**src/rtl/pcerm_pkg.sv**
```systemverilog
// ----------------------------------------------------------------------------
// pcerm_pkg
// Shared constants, register indexes and helpers of the per-class event rate
// anomaly monitor.
// ----------------------------------------------------------------------------
package pcerm_pkg;

	localparam int NUM_SLOTS = 7;
	localparam int SLOT_W = $clog2(NUM_SLOTS);

	localparam int CODE_W = 8;
	localparam int TIME_W = 48;
	localparam int CNT_W = 32;
	localparam int MULT_W = 8;
	localparam int PROD_W = 2 * CNT_W;
	localparam int LIMIT_W = CNT_W + MULT_W;

	localparam int CFG_IDX_W = 2;
	localparam logic [CFG_IDX_W-1:0] CFG_WINDOW_LENGTH = 2'd0;
	localparam logic [CFG_IDX_W-1:0] CFG_THRESHOLD_MULT = 2'd1;
	localparam logic [CFG_IDX_W-1:0] CFG_START_TIME = 2'd2;

	localparam logic [CNT_W-1:0] WINDOW_RESET = 32'd3600000;
	localparam logic [MULT_W-1:0] MULT_RESET = 8'd10;
	localparam logic [TIME_W-1:0] START_RESET = '0;

	function automatic logic [CNT_W-1:0] sat_inc(input logic [CNT_W-1:0] v);
		sat_inc = (v == '1) ? v : v + 1'b1;
	endfunction

endpackage

```
**src/rtl/pcerm_div.sv**
```systemverilog
// ----------------------------------------------------------------------------
// pcerm_div
// Bit-serial restoring divider: one quotient bit per cycle, the dividend
// shifting out of the top of the register while quotient bits shift in.
// ----------------------------------------------------------------------------
module pcerm_div #(
	parameter int NUM_W = pcerm_pkg::PROD_W,
	parameter int DEN_W = pcerm_pkg::TIME_W
) (
	input  logic             clk,
	input  logic             arst_n,
	input  logic             start,
	input  logic [NUM_W-1:0] dividend,
	input  logic [DEN_W-1:0] divisor,
	output logic             done,
	output logic [NUM_W-1:0] quotient
);

	localparam int CntW = $clog2(NUM_W);

	logic             busy_q;
	logic             done_q;
	logic [CntW-1:0]  cnt_q;
	logic [NUM_W-1:0] dq_q;
	logic [DEN_W-1:0] rem_q;
	logic [DEN_W-1:0] den_q;
	logic [DEN_W:0]   trial;
	logic [DEN_W:0]   diff;
	logic             qbit;

	// partial remainder stays below the divisor, so one extra bit suffices
	assign trial = {rem_q, dq_q[NUM_W-1]};
	assign diff = trial - {1'b0, den_q};
	assign qbit = !diff[DEN_W];

	always_ff @(posedge clk or negedge arst_n) begin
		if (!arst_n) begin
			busy_q <= 1'b0;
			done_q <= 1'b0;
			cnt_q <= '0;
		end else begin
			done_q <= 1'b0;
			if (start) begin
				busy_q <= 1'b1;
				cnt_q <= '0;
			end else if (busy_q) begin
				cnt_q <= cnt_q + 1'b1;
				if (cnt_q == CntW'(NUM_W - 1)) begin
					busy_q <= 1'b0;
					done_q <= 1'b1;
				end
			end
		end
	end

	always_ff @(posedge clk) begin
		if (start) begin
			dq_q <= dividend;
			rem_q <= '0;
			den_q <= divisor;
		end else if (busy_q) begin
			dq_q <= {dq_q[NUM_W-2:0], qbit};
			rem_q <= qbit ? diff[DEN_W-1:0] : trial[DEN_W-1:0];
		end
	end

	assign done = done_q;
	assign quotient = dq_q;

endmodule

```
**config.mk**
```make
export PLATFORM = sky130hd
export DESIGN_NAME = pcerm_div
export DESIGN_NICKNAME = d
export VERILOG_FILES = /design/src/rtl/pcerm_pkg.sv /design/src/rtl/pcerm_div.sv
export SDC_FILE = /design/constraint.sdc
export NUM_CORES = 1
export LEC_CHECK = 0
export BUFFER_PORTS_ARGS = -buffer_cell sky130_fd_sc_hd__buf_2
export CORE_MARGIN = 10
export CORE_UTILIZATION = 51
export DETAILED_ROUTE_END_ITERATION = 8
export GPL_ROUTABILITY_DRIVEN = 0
export PLACE_DENSITY_LB_ADDON = 0.1
export SYNTH_ARGS = -nofsm -noshare
export SYNTH_HDL_FRONTEND = slang
export SYNTH_SLANG_ARGS = --single-unit
export TNS_END_PERCENT = 30
```
**constraint.sdc**
```tcl
create_clock -name clk -period 3.2 [get_ports clk]
set_clock_uncertainty 0.15 [all_clocks]
set_input_delay 0.16 -clock clk [delete_from_list [all_inputs] [get_ports clk]]
set_output_delay 0.16 -clock clk [all_outputs]
set_load 0.01 [all_outputs]
```
==> Word level (Yosys, flattened, before mapping) <==
Cells that the tools add are included.
{ "op_classes": {"add_sub_neg": 2, "muxes": 11, "reduce_logical": 2, "eq_ne": 1} }
{ "ops": {"columns": ["op", "n"], "rows": [
  ["$mux W64", 2],
  ["$sub A49 B48 Y49", 1],
  ["$mux W48", 1],
  ["$mux W6", 2],
  ["$add A6 B1 Y6 const B", 1],
  ["$eq A6 B6 Y1 const B", 1],
  ["$mux W1", 6],
  ["$reduce_bool A2 Y1", 1],
  ["$logic_not A1 Y1", 1]
]} }
{ "totals": {"inputBits": 115, "wordCells": 22, "reg_bits": 168} }

==> Logic depth before layout (Yosys ltp) <==
Gate-level depths: netlist of the first run.
{ "logic_depth": {"word_depth": 4, "mapped_depth": 15, "depth_no_buf": 13} }

==> Worst setup path before layout of the first run <==
No wires, ideal clock.
{ "synth_timing": {"path_type": "register to register", "startpoint": "register dq_q[63] (netlist: quotient[63])", "endpoint": "register rem_q[18]", "arrival_ps": 3093, "path_slack_ps": -131, "setup_time_ps": 89, "period_less_slack_ps": 3331, "stages_incl_launch_ff": 16, "cell_sequence": "edfxtp_1 -> inv_1 -> ha_1 -> fa_1 -> nand2b_1 -> a21oi_2 -> o21ai_1 -> o21ai_1 -> a21oi_2 -> o211ai_2 -> a31oi_4 -> xnor2_2 -> buf_6 -> buf_2 -> nand2_1 -> a311oi_2"} }
{ "synth_between": {"elab_chain_cells": 2} }
{ "synth_rtl": {"columns": ["item", "line", "rtl"], "rows": [
  ["from (decl)", "pcerm_div.sv:24", "logic [NUM_W-1:0] dq_q;"],
  ["from (signal assigned)", "pcerm_div.sv:58", "dq_q <= dividend;"],
  ["from (signal assigned)", "pcerm_div.sv:62", "dq_q <= {dq_q[NUM_W-2:0], qbit};"],
  ["$sub A49 B48 Y49", "pcerm_div.sv:33", "assign diff = trial - {1'b0, den_q};"],
  ["$mux W48", "pcerm_div.sv:63", "rem_q <= qbit ? diff[DEN_W-1:0] : trial[DEN_W-1:0];"],
  ["to (signal assigned)", "pcerm_div.sv:63", null],
  ["to (decl)", "pcerm_div.sv:25", "logic [DEN_W-1:0] rem_q;"]
]} }
No other way between the ends.
A chain may end at the register's enable or synchronous reset.

==> Worst setup path in the final report of the first run <==
{ "layout_timing": {"startpoint": "register rem_q[39]", "endpoint": "register rem_q[24]"} }
{ "layout_between": {"elab_chain_cells": 2} }
{ "layout_rtl": {"columns": ["item", "line"], "rows": [
  ["$sub A49 B48 Y49", "pcerm_div.sv:33"],
  ["$mux W48", "pcerm_div.sv:63"]
]} }
No other way between the ends.

==> impl_metrics.py, run 1 <==
metrics = {
    "status": {
        "status": "finished clean",
    },
    "layout": {
        "syn_to_final_growth_pct": 39.5,
        "instances_no_fill": 1518,
        "drive_gt1_share_pct": 34.0,
        "final_nets": 1435,
    },
    "clock_tree": {
        "cts_root_buf": "clkbuf_16",
        "cts.sinks": 168,
        "cts.clk_slew.worst_paths_ps": 80,
        "h-tree-depth": 4,
        "numCtsBuffers": 17,
        "clock_path_buffers": 2,
        "insertion_delay_ps": 450,
        "cts_tree": "yes",
    },
    "synthesis": {
        "synth_area_per_cell_um2": 10.5,
        "syn_area_um2": 9570,
        "syn_inst": 915,
        "async_flop_share_pct": 4.76,
        "synth_top_flop_cell": "edfxtp_1",
        "synth_nets": 1080,
        "synth-seq-cells": 168,
        "synth_edf_count": 112,
        "ys_seq_area_share_pct": 47.3,
        "synth_cell_types": 65,
        "synth_warnings": 0,
    },
    "grt": {
        "track_usage_pct": 22.5,
        "grt.overflow.total": 0,
        "grt_max_degree": 73,
        "antenna_found_initial": 0,
        "grt_pass1_wl_um": 44300,
        "grt_pass1_vias": 8585,
    },
    "power_and_ir_drop": {
        "clockPowerShare_pct": 37.5,
        "comb_power_share_pct": 15.6,
        "p_seq_share_pct": 46.9,
        "p_sw_share_pct": 26.3,
        "power.density_nw_per_um2": 408,
        "switchingPower_w": 0.00144,
        "internal-power_w": 0.00401,
        "p_leak_nw": 5.78,
        "total_power_w": 0.00545,
        "vdd_ir_drop_max_mv": 0.386,
    },
    "floorplanning": {
        "die_area_um2": 24700,
        "chipHeight_um": 157,
        "rows": 50,
        "pin_count": 180,
        "start_util_pct": 51.5,
        "die_x_um": 157,
        "core_area_um2": 18600,
    },
    "detailed_routing": {
        "vias_per_cell": 5.48,
        "vias": 8326,
        "drt_pass1_iterations": 5,
        "antenna_left": 0,
        "wl_per_cell_um": 18.3,
        "wirelength_um": 27900,
        "remaining_drc_errors": 0,
        "dr.first_iter.drc_count": 525,
    },
    "setup_path": {
        "worstSetupEndpointType": "flip-flop",
        "critPathLaunchType": "flip-flop",
        "crit_required_ps": 3390,
        "path_class": "reg2reg",
        "cp.arrival_ps": 3360,
        "worstPathMaxFanout": 9,
    },
    "timing": {
        "hold_slack_ps": 273,
        "fin_crit_ps": 3160,
        "max_freq_mhz": 316,
        "rsz0062_at_grt": "true",
        "hold_viol": 0,
        "fin_setup_tns_ps": 0,
        "relSlewSlack_pct": 56.9,
        "timing.final.crit_share_pct": 98.9,
        "worst_pin_slew_ps": 645,
        "setup_violations": 0,
        "drv_slew": 0,
    },
    "placed_design": {
        "port_buffers": 179,
        "place_inst": 1348,
        "post-dp-hpwl_um": 18500,
    },
    "flow_run": {
        "maxCapViolations": 0,
    },
    "worst_hold_path": {
        "hp-class": "in2reg",
    },
}
-- through the flow --
stage               setup WS [ps]  instance area (um^2)  utilization [%]
floorplan                    2.53                  9590                -
finish                       36.2                 13400             71.9
global route                 -128                 13400             71.9
global placement            -23.6                 11200             60.0
CTS                          2.17                 13100             70.3
detailed placement           -105                 11200             60.0
-- area by class of cell --
cell class              instances  area [um^2]
diodes                          1         2.50
fillers                      1328         5220
multi-input cells             641         4850
well taps                     234          293
repair buffers                380         2880
clock buffers                  19          433
inverters                      62          233
flip-flops and latches        168         4530
clock inverters                13          136
-- kinds of logic after synthesis --
| kind of cell | after synthesis | synth area share, % |
|---|---|---|
| and+or+nand+nor | 268 | 12.6 |
| AOI/OAI and AO/OA | 202 | 16.0 |
| DFF | 168 | 47.3 |
| buffers and inverters | 106 | 4.38 |
| muxes | 74 | 8.56 |
| adders and majority gates | 50 | 6.61 |
| xor gates and xnor gates | 47 | 4.57 |
-- path summary, 6_finish.rpt --
kind,start,depth (start not counted),slack [ps],endpoint
max in group asynchronous,arst_n,3,2070,busy_q
max reg2reg,rem_q[39],12,40,rem_q[24]
min reg2reg,rem_q[34],2,330,rem_q[34]
max,rem_q[39],12,40,rem_q[24]
min,divisor[8],2,270,den_q[8]
min in group asynchronous,arst_n,3,540,done
-- power groups by stage --
stage                     combinational, W  sequential (W)  clock (W)
after global routing              0.000931         0.00257    0.00216
after detailed placement          0.000697         0.00259          0
after floorplan                   0.000357         0.00262          0
after CTS                         0.000818         0.00255    0.00207
after global placement            0.000691         0.00259          0
final                             0.000850         0.00256    0.00204
-- state kept, by name, summed over array words and instances, names as in the netlist --
| name | count |
|---|---|
| den_q | 48 |
| rem_q | 48 |
| done | 1 |
| cnt_q | 6 |
| busy_q | 1 |
| quotient | 64 |
-- worst max-delay path, cell delays in order (launching register included) --
cell      delay (ps)
dfxtp_1          380
ha_1             270
a21o_1           190
a21o_1           140
a21o_1           180
a31o_4           270
nor3_4           170
o211ai_2         130
a31oi_4          280
xor2_4           370
buf_6            210
nand2_1           80
a311oi_2         240
-- synthesized netlist by cell type (7+ instances only) --
cell | n | area (um^2)
mux2_2 | 63 | 709
a21o_1 | 20 | 150
a21oi_1 | 48 | 240
a31oi_1 | 7 | 43.8
inv_1 | 62 | 233
nand3_1 | 26 | 130
xnor2_1 | 28 | 245
and3_1 | 8 | 50.1
edfxtp_1 | 112 | 3360
nor2_1 | 72 | 270
xor2_1 | 17 | 149
dfxtp_1 | 48 | 961
o21ai_1 | 13 | 65.1
ha_1 | 49 | 613
a311oi_2 | 26 | 390
nand2b_1 | 8 | 50.1
clkbuf_1 | 34 | 128
nand2_1 | 110 | 413
dfrtp_1 | 8 | 200
nor3_1 | 9 | 45.0
o21ai_0 | 30 | 150
a211oi_1 | 8 | 60.1
nand4_1 | 12 | 75.1
mux2i_1 | 11 | 110
o21bai_1 | 7 | 52.6
-- timing repair --
item                                   in CTS  in global routing
buffers inserted                            7                 10
hold buffers                              115                  0
endpoints found under the hold margin     122                  0
setup endpoints to repair                  42                 49
gates resized for setup                    12                 38
pin swaps                                  10                 23
cloned                                      3                  2
-- layout by cell type (no fill, tap or decap), types with 6 or more instances in the layout --
| cell type | count |
|---|---|
| mux2_2 | 63 |
| nand2_1 | 106 |
| a21o_1 | 20 |
| a31oi_1 | 6 |
| nor3_1 | 7 |
| xnor2_1 | 28 |
| o211ai_1 | 6 |
| nand4_1 | 12 |
| a21oi_1 | 45 |
| a311oi_2 | 27 |
| buf_4 | 72 |
| dfxtp_1 | 47 |
| o21ai_1 | 15 |
| inv_1 | 60 |
| dfrtp_1 | 7 |
| o21bai_1 | 7 |
| nand2b_1 | 7 |
| buf_12 | 6 |
| and3_1 | 6 |
| a211oi_1 | 6 |
| edfxtp_1 | 112 |
| nand3_1 | 26 |
| buf_2 | 178 |
| clkbuf_16 | 19 |
| nor2_1 | 71 |
| mux2i_1 | 11 |
| o21ai_0 | 26 |
| dlygate4sd3_1 | 115 |
| xor2_1 | 17 |
| ha_1 | 43 |
-- metal layers --
layer / wire [um] / track usage [%] / vias up
li1: - / - / 4040
met1: 11700 / 27.5 / 3945
met2: 13400 / 36.6 / 292
met3: 2160 / 7.59 / 49
met4: 624 / 7.44 / 0
met5: 0 / 0 / -
Note: power is estimated with default switching activity, not from simulation.
==> run 2: changes to the inputs <==
--- a/config.mk
+++ b/config.mk
@@ -5,12 +5,13 @@
 export SDC_FILE = /design/constraint.sdc
 export NUM_CORES = 1
 export LEC_CHECK = 0
-export BUFFER_PORTS_ARGS = -buffer_cell sky130_fd_sc_hd__buf_2
+export BUFFER_PORTS_ARGS = -buffer_cell sky130_fd_sc_hd__buf_4
 export CORE_MARGIN = 10
 export CORE_UTILIZATION = 51
 export DETAILED_ROUTE_END_ITERATION = 8
 export GPL_ROUTABILITY_DRIVEN = 0
 export PLACE_DENSITY_LB_ADDON = 0.1
+export RECOVER_POWER = 25
 export SYNTH_ARGS = -nofsm -noshare
 export SYNTH_HDL_FRONTEND = slang
 export SYNTH_SLANG_ARGS = --single-unit
==> constraint.sdc (replaced) <==
create_clock -name clk -period 3.2 [get_ports clk]
set_clock_uncertainty 0.15 [all_clocks]
set_input_delay 0.96 -clock clk [delete_from_list [all_inputs] [get_ports clk]]
set_output_delay 0.96 -clock clk [all_outputs]
set_load 0.01 [all_outputs]
==> impl_metrics.py, run 2 (synthesis results as in run 1) <==
metrics = {
    "setup_path": {
        "worstRegToRegCells": 13,
        "critPathMaxStageDelay_ps": 340,
        "critPathLaunchType": "flip-flop",
        "critical_path_buf_inv_count": 2,
        "slowest_stage": "ha_1",
        "worstSetupEndpointType": "flip-flop",
        "path_class": "reg2reg",
        "cp.depth": 13,
        "setup.worst_path.start": "den_q[3]",
        "crit_required_ps": 3370,
        "crit_top_cell": "o211ai_1",
        "path_cells": "inv_1 -> ha_1 -> o211ai_1 -> a21oi_4 -> buf_4 -> o211ai_1 -> a31oi_1 -> a211oi_2 -> o21ai_0 -> a21bo_1 -> nor3_1 -> a311oi_1 -> a221o_1",
        "cp_top_family": "compound AO/OA/AOI/OAI gates",
        "worstPathMaxFanout": 5,
        "reg2reg_from": "den_q[3]",
        "cp.arrival_ps": 3390,
    },
    "clock_tree": {
        "cts_root_buf": "clkbuf_16",
        "hold_buffers": 0,
        "cts.clk_slew.worst_paths_ps": 80,
        "numCtsBuffers": 17,
        "insertion_delay_ps": 440,
        "cts.sinks": 168,
        "cts_tree": "yes",
        "clock_path_buffers": 2,
        "h-tree-depth": 4,
    },
    "floorplanning": {
        "rows": 50,
        "chipHeight_um": 157,
        "start_util_pct": 51.5,
        "die_x_um": 157,
        "die_area_um2": 24700,
        "core_area_um2": 18600,
        "pin_count": 180,
    },
    "grt": {
        "track_usage_pct": 20.3,
        "grt_max_degree": 66,
        "antenna_found_initial": 0,
        "grt_pass1_wl_um": 40300,
        "grt.overflow.total": 0,
        "grt_pass1_vias": 7967,
    },
    "placed_design": {
        "port_buffers": 179,
        "post-dp-hpwl_um": 18500,
        "place_inst": 1354,
    },
    "detailed_routing": {
        "drt_pass1_iterations": 5,
        "wl_per_cell_um": 18.2,
        "remaining_drc_errors": 0,
        "vias": 7810,
        "vias_per_cell": 5.59,
        "dr.first_iter.drc_count": 560,
        "antenna_left": 0,
        "wirelength_um": 25500,
    },
    "layout": {
        "syn_to_final_growth_pct": 31.3,
        "instances_no_fill": 1398,
        "final_cell_mix": "198 x buf_4, 112 x edfxtp_1, 107 x nand2_1",
        "final_common_cell": "buf_4",
        "final_nets": 1316,
        "post-route-util_pct": 67.7,
        "n_antenna_cell": 0,
        "drive_gt1_share_pct": 36.9,
        "largest_reg_flops": 64,
    },
    "power_and_ir_drop": {
        "p_leak_nw": 5.40,
        "vdd_ir_drop_max_mv": 0.358,
        "p_seq_share_pct": 47.0,
        "power.density_nw_per_um2": 431,
        "clockPowerShare_pct": 38.0,
        "total_power_w": 0.00542,
        "p_sw_share_pct": 25.7,
        "comb_power_share_pct": 15.0,
        "switchingPower_w": 0.00140,
        "internal-power_w": 0.00403,
    },
    "timing": {
        "timing.final.crit_share_pct": 100,
        "fin_ws_ps": -11.8,
        "drv_slew": 66,
        "worst_pin_slew_ps": 1590,
        "hold_viol": 0,
        "fin_crit_ps": 3210,
        "max_freq_mhz": 311,
        "fin_setup_tns_ps": -11.8,
        "rsz0062_at_grt": "true",
        "relSlewSlack_pct": -6.12,
        "setup_violations": 1,
    },
    "worst_hold_path": {
        "hp-class": "in2async",
    },
    "status": {
        "status": "finished with violations",
        "violations": "max-capacitance violations, max-slew violations, negative setup slack",
    },
    "flow_run": {
        "maxCapViolations": 1,
    },
}
-- run 2: path summary, 6_finish.rpt --
check / to / slack, ps
setup / recovery: rem_q[42] / -10
hold / removal: cnt_q[4] / 290
setup reg to reg: rem_q[42] / -10
hold reg to reg: rem_q[43] / 320
max in group asynchronous: cnt_q[2] / 2280
min in group clk: rem_q[43] / 320
-- run 2: cell type report --
class	instances	area (um^2)
well taps	234	293
clock buffers	19	443
clock inverters	13	138
inverters	62	236
repair buffers	261	2080
flip-flops and latches	168	4520
multi-input cells	641	4860
fillers	1463	6010
-- run 2: timing repair --
action                     CTS  global route
gates resized for setup     10            39
pin swaps                    0            30
gates cloned                 0             3
setup endpoints to repair   15            47
buffers inserted             0             9
hold endpoints to repair     0             0
-- run 2: power by group through the flow --
stage	logic (W)	clock network [W]	registers, W
6_report	0.000811	0.00206	0.00255
3_3_place_gp	0.000783	0	0.00259
2_1_floorplan	0.000353	0	0.00262
4_1_cts	0.000799	0.00211	0.00255
5_1_grt	0.000888	0.00219	0.00257
3_5_place_dp	0.000790	0	0.00259
-- run 2: metal layers --
| metal | global-route usage, % | up-vias | share of wire [%] |
|---|---|---|---|
| met1 | 24.6 | 3681 | 42 |
| met3 | 8.98 | 30 | 9.9 |
| met5 | 0 | - | 0 |
| li1 | - | 3806 | - |
| met4 | 5.12 | 0 | 1.3 |
| met2 | 32.4 | 293 | 47 |
-- run 2: worst reg2reg max path, stage by stage, from the launching register on --
cell,delay [ps]
edfxtp_1,320
inv_1,40
ha_1,340
o211ai_1,300
a21oi_4,60
buf_4,150
o211ai_1,270
a31oi_1,170
a211oi_2,310
o21ai_0,210
a21bo_1,260
nor3_1,170
a311oi_1,70
a221o_1,290
-- run 2: metrics by stage --
step | hold slack [ps] | cell area, um^2 | setup slack (ps)
final | 288 | 12600 | -11.8
after global routing | 299 | 12600 | -162
after CTS | 158 | 12300 | 1.56
after detailed placement | 313 | 11700 | -239
after global placement | 312 | 11700 | -252
after floorplan | 295 | 9580 | -76.3
==> run 3: changes to the inputs <==
--- a/config.mk
+++ b/config.mk
@@ -5,9 +5,10 @@
 export SDC_FILE = /design/constraint.sdc
 export NUM_CORES = 1
 export LEC_CHECK = 0
+export ABC_AREA = 1
 export BUFFER_PORTS_ARGS = -buffer_cell sky130_fd_sc_hd__buf_4
 export CORE_MARGIN = 10
-export CORE_UTILIZATION = 51
+export CORE_UTILIZATION = 41
 export DETAILED_ROUTE_END_ITERATION = 8
 export GPL_ROUTABILITY_DRIVEN = 0
 export PLACE_DENSITY_LB_ADDON = 0.1
==> impl_metrics.py, run 3 <==
metrics = {
    "status": {
        "status": "finished clean",
    },
    "layout": {
        "multi_input_comb_area_um2": 5250,
        "fin_area_um2": 13500,
        "final_cell_mix": "781 x nand2_1, 328 x inv_1, 136 x buf_4",
        "final_nets": 2029,
        "n_antenna_cell": 0,
        "instances_no_fill": 2218,
        "fill_cells": 2772,
        "largest_reg_flops": 64,
        "syn_to_final_growth_pct": 21.1,
        "final_common_cell": "nand2_1",
        "seqCellArea_um2": 4520,
        "drive_gt1_share_pct": 12.7,
    },
    "setup_path": {
        "path_cells": "inv_1 -> ha_1 -> fa_1 -> inv_1 -> nand2_1 -> nand2_1 -> nand3_1 -> nand2_2 -> nand2_1 -> nand2_1 -> nand2_2 -> nand3_2 -> nand2_2 -> nand2_4 -> clkbuf_16 -> nand2_1 -> nand3_1 -> nand2_1",
        "critPathMaxStageDelay_ps": 410,
        "path_class": "reg2reg",
        "worstPathMaxFanout": 20,
        "cp.arrival_ps": 3080,
        "slowest_stage": "fa_1",
        "setup.worst_path.start": "quotient[63]",
        "crit_top_cell": "nand2_1",
        "reg2reg_from": "quotient[63]",
        "critPathLaunchType": "flip-flop",
        "crit_required_ps": 3390,
        "worstSetupEndpointType": "flip-flop",
    },
    "grt": {
        "use_met2_pct": 31.4,
        "use_met1_pct": 23.8,
        "grt_pass1_wl_um": 52900,
        "gr-usage-met3_pct": 7.05,
        "busiest_layer": "met2",
        "grt_max_degree": 89,
        "antenna_found_initial": 2,
        "track_usage_pct": 19.4,
        "grt.overflow.total": 0,
        "grt_pass1_vias": 10400,
    },
    "power_and_ir_drop": {
        "p_leak_nw": 7.49,
        "power.density_nw_per_um2": 401,
        "vdd_ir_drop_max_mv": 0.311,
    },
    "timing": {
        "worst_pin_slew_ps": 1100,
        "fin_crit_ps": 2890,
        "rsz0062_at_grt": "false",
        "fin_setup_tns_ps": 0,
        "drv_slew": 0,
        "setup_violations": 0,
        "relSlewSlack_pct": 26.9,
        "hold_viol": 0,
        "timing.final.crit_share_pct": 90.2,
        "max_freq_mhz": 346,
    },
    "synthesis": {
        "synthTopCellsByCount": "781 x nand2_1, 328 x inv_1, 112 x edfxtp_1",
        "synth_area_per_cell_um2": 6.61,
        "synth.top_cells.by_area": "edfxtp_1 30%, nand2_1 26%, inv_1 11%",
        "synth_top_flop_cell": "edfxtp_1",
        "yosys.area.top_type": "edfxtp_1",
        "ys_seq_area_share_pct": 40.5,
        "synthMostInstantiatedCell": "nand2_1",
        "synth_warnings": 0,
        "synth_edf_count": 112,
        "async_flop_share_pct": 4.76,
        "synth-seq-cells": 168,
        "syn_area_um2": 11200,
        "yosysTopAreaCellShare_pct": 30.1,
        "synth_cell_types": 37,
        "synth_nets": 1852,
        "syn_inst": 1687,
    },
    "floorplanning": {
        "chipHeight_um": 185,
        "rows": 60,
        "pin_count": 180,
        "die_area_um2": 34200,
        "die_x_um": 185,
        "start_util_pct": 41.5,
        "core_area_um2": 26900,
    },
    "placed_design": {
        "place_inst": 2185,
        "post-dp-hpwl_um": 25600,
        "place_area_um2": 12900,
        "port_buffers": 179,
    },
    "detailed_routing": {
        "antenna_left": 0,
        "remaining_drc_errors": 0,
        "wl_per_cell_um": 14.8,
        "vias_per_cell": 4.72,
        "drt_pass1_iterations": 5,
        "dr.first_iter.drc_count": 638,
        "wirelength_um": 32900,
        "vias": 10500,
    },
    "clock_tree": {
        "h-tree-depth": 4,
        "clock_path_buffers": 2,
        "cts.clk_slew.worst_paths_ps": 70,
        "cts_root_buf": "clkbuf_16",
        "insertion_delay_ps": 440,
        "numCtsBuffers": 17,
        "cts_tree": "yes",
        "cts.sinks": 168,
        "hold_buffers": 0,
    },
    "flow_run": {
        "maxCapViolations": 0,
    },
    "worst_hold_path": {
        "hp-class": "in2async",
    },
}
run 3: stage by stage:
step	hold slack [ps]	worst slack (ps)	power, W	util [%]
5_1_grt	300	33.1	0.00564	50.3
4_1_cts	160	282	0.00547	50.3
6_report	283	312	0.00542	50.3
2_1_floorplan	299	134	0.00293	-
3_5_place_dp	315	301	0.00331	48.1
3_3_place_gp	310	416	0.00330	48.1
run 3: cells by family (layout without fill, tap and decap cells):
kind of cell / after synthesis / in the layout / synth area share [%]
AOI/OAI and AO/OA: 64 / 64 / 3.05
xor gates and xnor gates: 26 / 26 / 2.04
adders and majority gates: 50 / 50 / 5.67
buffers and inverters: 364 / 554 / 12.6
DFF: 168 / 168 / 40.5
and+or+nand+nor: 1015 / 1015 / 36.1
run 3: layout make-up:
class	instances	share of cell area, %
Clock buffer	19	3.20
Timing Repair Buffer	191	10.9
Inverter	331	9.19
Tap cell	341	3.16
Multi-Input combinational cell	1155	38.9
Clock inverter	13	1.18
Sequential cell	168	33.5
run 3: critical path: cells and delay by family (launching register included):
kind	cells	cell delay, ps
flip-flops	1	370
buffers and inverters	3	400
adder cells (fa/ha/maj)	2	630
AND/OR/NAND/NOR	13	1240
run 3: path summary, 6_finish.rpt:
path	endpoint	slack, ps	cells past startpoint
min in group clk	rem_q[3]	330	2
max in group asynchronous	cnt_q[1]	2300	1
hold / removal	cnt_q[5]	280	1
setup reg to reg	rem_q[4]	310	18
hold reg to reg	rem_q[3]	330	2
setup / recovery	rem_q[4]	310	18
run 3: per-layer routing:
layer / share of wire, % / vias to the layer above
met5: 0.058 / -
met4: 1.9 / 2
met3: 8.8 / 43
met2: 45 / 280
met1: 44 / 4677
li1: - / 5464
run 3: repair_timing:
action | in CTS | in global routing
buffers inserted | 0 | 0
resized for setup | 0 | 1
endpoints found under the setup margin | 0 | 1
run 3: where the power goes:
group	total, W	switching [W]	leakage (nW)	internal, W
sequential	0.00252	0.0000636	1.67	0.00246
combinational	0.000723	0.000411	5.53	0.000313
clock	0.00217	0.000988	0.286	0.00118
